--- src/hdl/crar_pkg.sv ---
`default_nettype none
// ----------------------------------------------------------------------------
// crar_pkg
// Shared widths, codes and defaults for the counter rate averager.
// ----------------------------------------------------------------------------
package crar_pkg;

    // field widths of the channel words, the counters and the config register
    localparam int OP_W    = 1;
    localparam int IDX_W   = 4;
    localparam int AMT_W   = 16;
    localparam int TIME_W  = 32;
    localparam int RATE_W  = 64;
    localparam int COUNT_W = 48;
    localparam int CFG_W   = 16;

    // operation codes
    localparam logic [OP_W-1:0] OP_COUNT = 1'b0;
    localparam logic [OP_W-1:0] OP_TICK  = 1'b1;

    // defaults for the top level parameters and the interval register
    localparam int NUM_RATE_COUNTERS_DEF = 16;
    localparam int FRACTION_BITS_DEF     = 16;
    localparam logic [CFG_W-1:0] INTERVAL_RESET = 16'd5;

endpackage : crar_pkg
`default_nettype wire

--- src/hdl/crar_in_if.sv ---
`default_nettype none
// ----------------------------------------------------------------------------
// crar_in_if
// Input channel: count events and statistics ticks, valid/ready handshake.
// ----------------------------------------------------------------------------
interface crar_in_if;

    logic                         valid;
    logic                         ready;
    logic [crar_pkg::OP_W-1:0]    operation;
    logic [crar_pkg::IDX_W-1:0]   counter_index;
    logic [crar_pkg::AMT_W-1:0]   add_amount;
    logic [crar_pkg::TIME_W-1:0]  now_seconds;

    modport source (
        output valid, operation, counter_index, add_amount, now_seconds,
        input  ready
    );

    modport sink (
        input  valid, operation, counter_index, add_amount, now_seconds,
        output ready
    );

endinterface : crar_in_if
`default_nettype wire

--- src/hdl/crar_out_if.sv ---
`default_nettype none
// ----------------------------------------------------------------------------
// crar_out_if
// Output channel: one smoothed rate word per counter, valid/ready handshake.
// ----------------------------------------------------------------------------
interface crar_out_if;

    logic                         valid;
    logic                         ready;
    logic [crar_pkg::IDX_W-1:0]   counter_index_out;
    logic [crar_pkg::RATE_W-1:0]  rate;
    logic                         last_of_run;

    modport source (
        output valid, counter_index_out, rate, last_of_run,
        input  ready
    );

    modport sink (
        input  valid, counter_index_out, rate, last_of_run,
        output ready
    );

endinterface : crar_out_if
`default_nettype wire

--- src/hdl/crar_div.sv ---
`default_nettype none
// ----------------------------------------------------------------------------
// crar_div
// Restoring divider, one quotient bit per cycle, truncating. The dividend is
// shifted out of the quotient register as the quotient bits shift in.
// ----------------------------------------------------------------------------
module crar_div #(
    parameter int DIVIDEND_W = crar_pkg::COUNT_W + crar_pkg::FRACTION_BITS_DEF
) (
    input  wire logic                          i_clk,
    input  wire logic                          i_rst_n,
    input  wire logic                          i_start,
    input  wire logic [DIVIDEND_W-1:0]         i_dividend,
    input  wire logic [crar_pkg::TIME_W-1:0]   i_divisor,
    output logic                               o_done,
    output logic [DIVIDEND_W-1:0]              o_quotient
);

    localparam int CNT_W = $clog2(DIVIDEND_W + 1);
    localparam int REM_W = crar_pkg::TIME_W + 1;

    logic                        r_busy;
    logic                        r_done;
    logic [CNT_W-1:0]            r_cnt;
    logic [REM_W-1:0]            r_rem;
    logic [DIVIDEND_W-1:0]       r_quo;
    logic [crar_pkg::TIME_W-1:0] r_div;

    logic [REM_W-1:0] rem_shift;
    logic [REM_W-1:0] rem_diff;
    logic             fits;

    // shift in the next dividend bit and trial-subtract the divisor
    always_comb begin
        rem_shift = {r_rem[REM_W-2:0], r_quo[DIVIDEND_W-1]};
        rem_diff  = rem_shift - {1'b0, r_div};
        fits      = (rem_shift >= {1'b0, r_div});
    end

    // control: count the steps, flag the end
    always_ff @(posedge i_clk) begin
        if (!i_rst_n) begin
            r_busy <= 1'b0;
            r_done <= 1'b0;
            r_cnt  <= '0;
        end else begin
            r_done <= r_busy && (r_cnt == CNT_W'(1));
            if (i_start) begin
                r_busy <= 1'b1;
                r_cnt  <= CNT_W'(DIVIDEND_W);
            end else if (r_busy) begin
                r_cnt <= r_cnt - CNT_W'(1);
                if (r_cnt == CNT_W'(1)) begin
                    r_busy <= 1'b0;
                end
            end
        end
    end

    // datapath: remainder and quotient
    always_ff @(posedge i_clk) begin
        if (i_start) begin
            r_rem <= '0;
            r_quo <= i_dividend;
            r_div <= i_divisor;
        end else if (r_busy) begin
            r_rem <= fits ? rem_diff : rem_shift;
            r_quo <= {r_quo[DIVIDEND_W-2:0], fits};
        end
    end

    assign o_done     = r_done;
    assign o_quotient = r_quo;

endmodule : crar_div
`default_nettype wire

--- src/hdl/counter_rate_averager.sv ---
`default_nettype none
// Count event: after acceptance, decode, row read and row write; no result.
// Statistics tick with no update: decode only; no result.
// Update tick: per counter a row read, a bit-serial divide in the shared
// divider, a two-step blend and an emit that waits for a free output
// register; no new input is taken until the whole run has ended.
// Reset (synchronous, active low) clears all counter rows at once via row
// valid bits; the block leaves reset idle and ready.
// ----------------------------------------------------------------------------
// counter_rate_averager
// Bank of event counters with smoothed per-counter rates, updated on
// statistics ticks through one shared serial divider under a sequencer.
// ----------------------------------------------------------------------------
module counter_rate_averager #(
    parameter int NUM_RATE_COUNTERS = crar_pkg::NUM_RATE_COUNTERS_DEF,
    parameter int FRACTION_BITS     = crar_pkg::FRACTION_BITS_DEF
) (
    input  wire logic                        i_clk,
    input  wire logic                        i_rst_n,
    input  wire logic                        i_cfg_we,
    input  wire logic [crar_pkg::CFG_W-1:0]  i_cfg_wdata,
    crar_in_if.sink                          i_in,
    crar_out_if.source                       o_out
);

    localparam int AW     = (NUM_RATE_COUNTERS > 1) ? $clog2(NUM_RATE_COUNTERS) : 1;
    localparam int EXT_W  = (AW > crar_pkg::IDX_W) ? AW : crar_pkg::IDX_W;
    localparam int DIV_W  = crar_pkg::COUNT_W + FRACTION_BITS;
    localparam int CW     = crar_pkg::COUNT_W;
    localparam int RW     = crar_pkg::RATE_W;
    localparam int TW     = crar_pkg::TIME_W;

    typedef struct packed {
        logic [CW-1:0] evt;
        logic [CW-1:0] snap;
        logic [RW-1:0] rate;
    } t_row;

    typedef enum logic [10:0] {
        S_IDLE    = 11'b000_0000_0001,
        S_DECODE  = 11'b000_0000_0010,
        S_CNT_RD  = 11'b000_0000_0100,
        S_CNT_WR  = 11'b000_0000_1000,
        S_RD      = 11'b000_0001_0000,
        S_RD_WAIT = 11'b000_0010_0000,
        S_DIV     = 11'b000_0100_0000,
        S_BLEND1  = 11'b000_1000_0000,
        S_BLEND2  = 11'b001_0000_0000,
        S_EMIT    = 11'b010_0000_0000,
        S_SPARE   = 11'b100_0000_0000
    } t_state;

    t_state                       r_state;
    logic                         r_started;
    logic [TW-1:0]                r_last_time;
    logic [TW-1:0]                r_elapsed;
    logic [crar_pkg::CFG_W-1:0]   r_interval;
    logic [NUM_RATE_COUNTERS-1:0] r_valid;
    logic [AW-1:0]                r_ctr;

    // latched input word
    logic [crar_pkg::OP_W-1:0]    r_op;
    logic [crar_pkg::IDX_W-1:0]   r_idx;
    logic [crar_pkg::AMT_W-1:0]   r_amt;
    logic [TW-1:0]                r_now;

    // row store
    t_row                         r_mem [NUM_RATE_COUNTERS];
    t_row                         r_rd_row;
    logic                         r_rd_valid;
    logic [RW-1:0]                r_acc;

    // output register
    logic                         r_out_valid;
    logic [crar_pkg::IDX_W-1:0]   r_out_idx;
    logic [RW-1:0]                r_out_rate;
    logic                         r_out_last;

    logic                         in_take;
    logic                         out_free;
    logic [EXT_W-1:0]             idx_ext;
    logic [EXT_W-1:0]             ctr_ext;
    logic                         idx_in_range;
    logic [TW-1:0]                elapsed;
    logic [TW-1:0]                limit;
    logic                         last_ctr;
    logic                         rd_en;
    logic [AW-1:0]                rd_addr;
    logic                         wr_en;
    logic [AW-1:0]                wr_addr;
    t_row                         wr_row;
    t_row                         cur;
    logic [CW-1:0]                delta;
    logic                         div_start;
    logic                         div_done;
    logic [DIV_W-1:0]             div_quo;
    logic [RW-1:0]                fresh;
    logic [3:0]                   corr;
    logic [RW-1:0]                blended;

    assign in_take  = i_in.valid && i_in.ready;
    assign out_free = !r_out_valid || o_out.ready;

    // decode the latched word
    always_comb begin
        idx_ext      = EXT_W'(r_idx);
        ctr_ext      = EXT_W'(r_ctr);
        idx_in_range = (32'(r_idx) < NUM_RATE_COUNTERS);
        elapsed      = r_now - r_last_time;
        limit        = (r_interval == '0) ? TW'(1) : TW'(r_interval);
        last_ctr     = (r_ctr == AW'(NUM_RATE_COUNTERS - 1));
    end

    // row read data, an invalid row reads as zero
    always_comb begin
        cur   = r_rd_valid ? r_rd_row : '0;
        delta = cur.evt - cur.snap;
    end

    // blend: old*3/4 + new/4, truncated once, with the low bits carried separately
    always_comb begin
        fresh   = RW'(div_quo);
        corr    = ({2'b00, cur.rate[1:0]} + {1'b0, cur.rate[1:0], 1'b0}
                   + {2'b00, fresh[1:0]}) >> 2;
        blended = r_acc + {2'b00, fresh[RW-1:2]} + RW'(corr);
    end

    // memory port control
    always_comb begin
        rd_en   = 1'b0;
        rd_addr = r_ctr;
        wr_en   = 1'b0;
        wr_addr = r_ctr;
        wr_row  = cur;
        unique case (r_state)
            S_CNT_RD: begin
                rd_en   = 1'b1;
                rd_addr = idx_ext[AW-1:0];
            end
            S_CNT_WR: begin
                wr_en      = 1'b1;
                wr_addr    = idx_ext[AW-1:0];
                wr_row.evt = cur.evt + CW'(r_amt);
            end
            S_RD: begin
                rd_en = 1'b1;
            end
            S_EMIT: begin
                wr_en       = out_free;
                wr_row.snap = cur.evt;
                wr_row.rate = r_acc;
            end
            default: begin
                rd_en = 1'b0;
            end
        endcase
    end

    assign div_start = (r_state == S_RD_WAIT);

    crar_div #(
        .DIVIDEND_W (DIV_W)
    ) u_div (
        .i_clk      (i_clk),
        .i_rst_n    (i_rst_n),
        .i_start    (div_start),
        .i_dividend (DIV_W'(delta) << FRACTION_BITS),
        .i_divisor  (r_elapsed),
        .o_done     (div_done),
        .o_quotient (div_quo)
    );

    // row store: write and registered read
    always_ff @(posedge i_clk) begin
        if (wr_en) begin
            r_mem[wr_addr] <= wr_row;
        end
        if (rd_en) begin
            r_rd_row <= r_mem[rd_addr];
        end
    end

    // latch the accepted word
    always_ff @(posedge i_clk) begin
        if (in_take) begin
            r_op  <= i_in.operation;
            r_idx <= i_in.counter_index;
            r_amt <= i_in.add_amount;
            r_now <= i_in.now_seconds;
        end
    end

    // blend accumulator: hold 3*(old/4), then the blended rate, or the new rate if old is zero
    always_ff @(posedge i_clk) begin
        if (r_state == S_BLEND1) begin
            r_acc <= {1'b0, cur.rate[RW-1:2], 1'b0} + {2'b00, cur.rate[RW-1:2]};
        end else if (r_state == S_BLEND2) begin
            r_acc <= (cur.rate == '0) ? fresh : blended;
        end
    end

    // sequencer
    always_ff @(posedge i_clk) begin
        if (!i_rst_n) begin
            r_state     <= S_IDLE;
            r_started   <= 1'b0;
            r_last_time <= '0;
            r_elapsed   <= '0;
            r_interval  <= crar_pkg::INTERVAL_RESET;
            r_valid     <= '0;
            r_ctr       <= '0;
            r_rd_valid  <= 1'b0;
        end else begin
            if (i_cfg_we) begin
                r_interval <= i_cfg_wdata;
            end
            if (rd_en) begin
                r_rd_valid <= r_valid[rd_addr];
            end
            if (wr_en) begin
                r_valid[wr_addr] <= 1'b1;
            end
            unique case (r_state)
                S_IDLE: begin
                    if (in_take) begin
                        r_state <= S_DECODE;
                    end
                end
                S_DECODE: begin
                    if (r_op == crar_pkg::OP_COUNT) begin
                        r_state <= idx_in_range ? S_CNT_RD : S_IDLE;
                    end else if (!r_started) begin
                        // first tick: clear the bank and start the clock
                        r_valid     <= '0;
                        r_last_time <= r_now;
                        r_started   <= 1'b1;
                        r_state     <= S_IDLE;
                    end else if (elapsed < limit) begin
                        r_state <= S_IDLE;
                    end else begin
                        r_last_time <= r_now;
                        r_elapsed   <= elapsed;
                        r_ctr       <= '0;
                        r_state     <= S_RD;
                    end
                end
                S_CNT_RD: begin
                    r_state <= S_CNT_WR;
                end
                S_CNT_WR: begin
                    r_state <= S_IDLE;
                end
                S_RD: begin
                    r_state <= S_RD_WAIT;
                end
                S_RD_WAIT: begin
                    r_state <= S_DIV;
                end
                S_DIV: begin
                    if (div_done) begin
                        r_state <= S_BLEND1;
                    end
                end
                S_BLEND1: begin
                    r_state <= S_BLEND2;
                end
                S_BLEND2: begin
                    r_state <= S_EMIT;
                end
                S_EMIT: begin
                    if (out_free) begin
                        if (last_ctr) begin
                            r_state <= S_IDLE;
                        end else begin
                            r_ctr   <= r_ctr + AW'(1);
                            r_state <= S_RD;
                        end
                    end
                end
                default: begin
                    r_state <= S_IDLE;
                end
            endcase
        end
    end

    // output register: load on emit, drop when taken
    always_ff @(posedge i_clk) begin
        if (!i_rst_n) begin
            r_out_valid <= 1'b0;
        end else if (r_state == S_EMIT && out_free) begin
            r_out_valid <= 1'b1;
        end else if (o_out.ready) begin
            r_out_valid <= 1'b0;
        end
    end

    always_ff @(posedge i_clk) begin
        if (r_state == S_EMIT && out_free) begin
            r_out_idx  <= ctr_ext[crar_pkg::IDX_W-1:0];
            r_out_rate <= r_acc;
            r_out_last <= last_ctr;
        end
    end

    assign i_in.ready              = (r_state == S_IDLE);
    assign o_out.valid             = r_out_valid;
    assign o_out.counter_index_out = r_out_idx;
    assign o_out.rate              = r_out_rate;
    assign o_out.last_of_run       = r_out_last;

endmodule : counter_rate_averager
`default_nettype wire
--- src/flat_wrapper.sv ---
// flat-port wrapper written by rule: the top's interface ports become plain ports
module counter_rate_averager_flat 
#(
    parameter int NUM_RATE_COUNTERS = crar_pkg::NUM_RATE_COUNTERS_DEF,
    parameter int FRACTION_BITS     = crar_pkg::FRACTION_BITS_DEF
)
  (i_clk, i_rst_n, i_cfg_we, i_cfg_wdata, i_in_valid, i_in_operation, i_in_counter_index, i_in_add_amount, i_in_now_seconds, i_in_ready, o_out_valid, o_out_counter_index_out, o_out_rate, o_out_last_of_run, o_out_ready);
  crar_in_if i_in_i ();
  crar_out_if o_out_i ();
  input  wire logic i_clk;
  input  wire logic i_rst_n;
  input  wire logic i_cfg_we;
  input  wire logic [crar_pkg::CFG_W-1:0] i_cfg_wdata;
  input wire logic [$bits(i_in_i.valid)-1:0] i_in_valid;
  input wire logic [$bits(i_in_i.operation)-1:0] i_in_operation;
  input wire logic [$bits(i_in_i.counter_index)-1:0] i_in_counter_index;
  input wire logic [$bits(i_in_i.add_amount)-1:0] i_in_add_amount;
  input wire logic [$bits(i_in_i.now_seconds)-1:0] i_in_now_seconds;
  output wire logic [$bits(i_in_i.ready)-1:0] i_in_ready;
  output wire logic [$bits(o_out_i.valid)-1:0] o_out_valid;
  output wire logic [$bits(o_out_i.counter_index_out)-1:0] o_out_counter_index_out;
  output wire logic [$bits(o_out_i.rate)-1:0] o_out_rate;
  output wire logic [$bits(o_out_i.last_of_run)-1:0] o_out_last_of_run;
  input wire logic [$bits(o_out_i.ready)-1:0] o_out_ready;
  assign i_in_i.valid = i_in_valid;
  assign i_in_i.operation = i_in_operation;
  assign i_in_i.counter_index = i_in_counter_index;
  assign i_in_i.add_amount = i_in_add_amount;
  assign i_in_i.now_seconds = i_in_now_seconds;
  assign i_in_ready = i_in_i.ready;
  assign o_out_valid = o_out_i.valid;
  assign o_out_counter_index_out = o_out_i.counter_index_out;
  assign o_out_rate = o_out_i.rate;
  assign o_out_last_of_run = o_out_i.last_of_run;
  assign o_out_i.ready = o_out_ready;
  counter_rate_averager #(.NUM_RATE_COUNTERS(NUM_RATE_COUNTERS), .FRACTION_BITS(FRACTION_BITS)) u_core (.i_clk(i_clk), .i_rst_n(i_rst_n), .i_cfg_we(i_cfg_we), .i_cfg_wdata(i_cfg_wdata), .i_in(i_in_i), .o_out(o_out_i));
endmodule
--- config.mk ---
export PLATFORM = sky130hd
export DESIGN_NAME = counter_rate_averager_flat
export DESIGN_NICKNAME = d
export VERILOG_FILES = /design/src/hdl/crar_pkg.sv /design/src/hdl/crar_in_if.sv /design/src/hdl/crar_out_if.sv /design/src/hdl/crar_div.sv /design/src/hdl/counter_rate_averager.sv /design/src/flat_wrapper.sv
export SDC_FILE = /design/constraint.sdc
export NUM_CORES = 2
export LEC_CHECK = 0
export BUFFER_PORTS_ARGS = -buffer_cell sky130_fd_sc_hd__clkbuf_2
export CORE_ASPECT_RATIO = 1.5
export CORE_MARGIN = 2
export CORE_UTILIZATION = 59
export CTS_BUF_LIST = sky130_fd_sc_hd__clkbuf_4 sky130_fd_sc_hd__clkbuf_8
export CTS_CLUSTER_DIAMETER = 60
export CTS_CLUSTER_SIZE = 12
export DETAILED_ROUTE_END_ITERATION = 10
export MAX_ROUTING_LAYER = met4
export PLACE_DENSITY_LB_ADDON = 0.08
export SYNTH_ARGS = -nofsm -noshare
export SYNTH_HDL_FRONTEND = slang
export SYNTH_SLANG_ARGS = --single-unit
export TNS_END_PERCENT = 100
--- constraint.sdc ---
create_clock -name i_clk -period 12.7 [get_ports i_clk]
set_input_delay 3.175 -clock i_clk [delete_from_list [all_inputs] [get_ports i_clk]]
set_output_delay 3.175 -clock i_clk [all_outputs]
set_load 0.1 [all_outputs]
==> out/results.txt <==
Status: finished, final reports clean
Synth Area in Compound Gates: 7.26%
Number of synthesized register bits: 3156
DRC Markers: 0
Vias in the first global route: 78900
Clk root buf: clkbuf_8
LEAKAGE: 0.0533 uW
GRT Residual Overflow: 0
CP Launch Type: flip-flop
Tcrit/Tclk final: 50.4%
Layout cells sized above 1: 16.6%
Area growth syn-to-layout: 7.45%
Multiplexer share of the synthesized area: 11.0%
Cts repair resizes: 0
Hold Buf Count CTS: 0
Critical path class: flip-flop to flip-flop
Final setup violation count: 0
# H-tree levels: 5
Pwr Density: 120 nW/um2
Worst Path Max Fanout: 40
Fraction of the mapped netlist area in simple logic gates: 6.33%
Asr flop ratio synth: 0%
Number of CTS-inserted buffers: 310
Measured slew at the worst slew-check pin: 1420 ps
Syn Std Cell Area: 136000 um2
Critical path arrival: 7130 ps
Die height: 592 um
Tot GR Track Use: 30.8%
Die footprint: 235000 um2
Final Max Tran Viols: 0
Power Total: 17600 uW
WHS Path Cells: 0
CTS Sinks: 3156
Routed Antenna Nets: 0
DP Wirelength: 210 mm
Core area: 230000 um2
Synth area leader: edfxtp_1
Final GP Congestion: 0.952
Worst reg2reg setup slack: 6290 ps
Hold Crit Start: u_core.r_elapsed[24]
Synthesized-area fraction occupied by adder cells: 3.45%
Hold Path Sink: u_core.u_div.r_div[24]
Max-slew headroom: 4.83%
Post-synth EDFFs: 2986
Synth warnings: 0
Max cap viols: 0
Req. time, crit path: 13420 ps
Worst Hold Class: flip-flop to flip-flop
R2R cell count: 20
Tmin final: 6410 ps
Syn Nets: 9031
CTS tree: done
Vias: 77900
Register area share after synthesis: 68.4%
Critical R2R Capture: u_core.r_acc[62]
Top-area cell type share of the netlist area: 65.9%
First-pass GRT wire length: 517 mm
IO Port Bufs: 144
Max clock buf depth: 4
Synth area leaders: edfxtp_1, mux4_2, ha_1
Syn avg cell area: 15.9 um2
Skew final: 73.2 ps
WL final: 352 mm
Maximum vdd drop: 0.0994 mV
Initial antenna violation count: 12
Nets@finish: 9278
Vias per cell: 6.51
Io pins: 145
Clk pin slew, worst setup/hold paths: 100 ps
Synth Instances: 8587
Post-CTS setup buffers: 0
Initial DRT Pass Iterations: 8
Row count: 216
Starting Density: 59.2%
DIE WIDTH: 396 um
Clock latency on the worst-skew pair: 1040 ps
Largest family of logic cells by synthesized area: multiplexers
Routed length per instance: 29.4 um
R2R Path Start: u_core.r_rd_valid
RSZ-0062 raised after global routing: no
Hold Vio Cnt, Final: 0
F_max: 156 MHz
Final Core Density: 63.6%
Most used DFF post-synth: edfxtp_1
Critical Path Sink Type: flip-flop
Pin count of the biggest net entering global routing: 150
Distinct cells, synth: 90
1st-iter DRT viols: 8242
Post-Synth XOR/XNOR Area: 1.58%
==> worst max-delay path, cell delays in order, from the launching register on <==
cell	delay (ps)
dfxtp_4	710
nand2_1	170
xnor2_1	170
ha_1	280
nand4_1	130
fa_1	500
fa_1	500
inv_1	50
ha_1	200
a211oi_1	230
nor2_1	110
a21oi_1	210
a21oi_1	200
o21ai_0	640
a21oi_1	340
a21oi_1	410
o21ai_0	330
a311o_1	430
a31oi_1	210
xor2_1	160
a211oi_1	80
==> where the power goes <==
part	internal, uW	switching [uW]
clock	2470	3340
sequential	11200	39.8
combinational	184	284
total	13900	3660
==> worst max path at each step <==
stage | slack [ps] | startpoint | cells after the start | to
detailed placement | 5500 | o_out_ready | 7 | u_core.r_mem[14][55]
global placement | 5590 | o_out_ready | 7 | u_core.r_mem[14][52]
CTS | 6370 | u_core.r_rd_valid | 20 | u_core.r_acc[62]
floorplan | -30 | o_out_ready | 5 | u_core.r_mem[13][0]
global route | 5960 | u_core.r_rd_valid | 20 | u_core.r_acc[62]
finish | 6290 | u_core.r_rd_valid | 20 | u_core.r_acc[62]
==> logic make-up (layout without fill, tap and decap cells) <==
group	after synthesis	in the layout
AO/OA/AOI/OAI	1572	1572
XOR/XNOR	246	246
adder cells (fa/ha/maj)	370	370
buffers and inverters	680	1004
flip-flops	3156	3156
multiplexers	694	694
other	0	6
AND/OR/NAND/NOR	1869	1869
==> flip-flops by register name, indices dropped and copies added, names as in the netlist, 4 cells and up <==
register                        flops
u_core.r_mem                     2560
u_core.r_rd_row                   160
u_core.o_out.rate                  64
u_core.r_acc                       64
u_core.u_div.o_quotient            64
u_core.r_elapsed                   32
u_core.r_last_time                 32
u_core.r_now                       32
u_core.u_div.r_div                 32
u_core.u_div.r_rem                 32
u_core.r_amt                       16
u_core.r_interval                  16
u_core.r_valid                     16
u_core.r_state                     10
u_core.u_div.r_cnt                  7
u_core.ctr_ext                      4
u_core.idx_ext                      4
u_core.o_out.counter_index_out      4
==> metrics by stage <==
step / instance area, um2 / hold WS [ps] / std cells / setup slack (ps) / TNS, ps
floorplan: 136000 / 406 / 8587 / -28.9 / -16750
global placement: 141000 / 418 / 11600 / 5590 / 0
detailed placement: 141000 / 413 / 11600 / 5500 / 0
CTS: 146000 / 435 / 12000 / 6370 / 0
global route: 146000 / 444 / 12000 / 5960 / 0
finish: 146000 / 431 / 12000 / 6290 / 0
==> Yosys cell counts, types with 57 or more instances <==
library cell  number
ha_1             361
a31oi_1          201
xnor2_1          149
nand4_1           58
xor2_1            97
nor3_1            57
nand2_1          859
a21oi_1          338
nor2_1           304
buf_2             85
o21ai_0          380
a211oi_1         235
a21o_1           140
dfxtp_1          170
and2_1           208
nand3_1          171
edfxtp_1        2986
buf_1             71
mux4_2           644
clkbuf_1         278
inv_1            239
==> final cells by class <==
type | count | area, um2
clock inverters | 26 | 272
repair buffers | 375 | 2810
diodes | 6 | 15.0
inverters | 240 | 902
well taps | 3052 | 3820
fillers | 16500 | 83800
clock buffers | 363 | 4710
flip-flops and latches | 3156 | 93100
multi-input cells | 4751 | 40600
==> layout by cell type, fill, tap and decap left out, types with 28 or more instances in the layout <==
cell,instances
a211oi_1,235
a21o_1,139
a21oi_1,337
a31oi_1,201
and2_1,207
and3_1,33
buf_12,28
buf_4,204
clkbuf_2,143
clkbuf_4,45
clkbuf_8,318
dfxtp_1,168
edfxtp_1,2986
ha_1,361
inv_1,237
mux2i_1,45
mux4_2,644
nand2_1,859
nand2b_1,44
nand3_1,171
nand4_1,58
nor2_1,287
nor2b_1,39
nor3_1,57
o21a_1,29
o21ai_0,352
o21ai_1,53
o21bai_1,34
xnor2_1,147
xor2_1,97
==> metal layers <==
| layer | part of all wire, % | vias to the layer above | track usage [%] |
|---|---|---|---|
| met5 | 0 | - | - |
| met4 | 3.1 | 0 | 9.22 |
| met3 | 7.2 | 613 | 4.14 |
| met2 | 50 | 3266 | 50.9 |
| met1 | 39 | 40100 | 40.3 |
| li1 | - | 33900 | - |
Note: power is estimated with default switching activity, not from simulation.
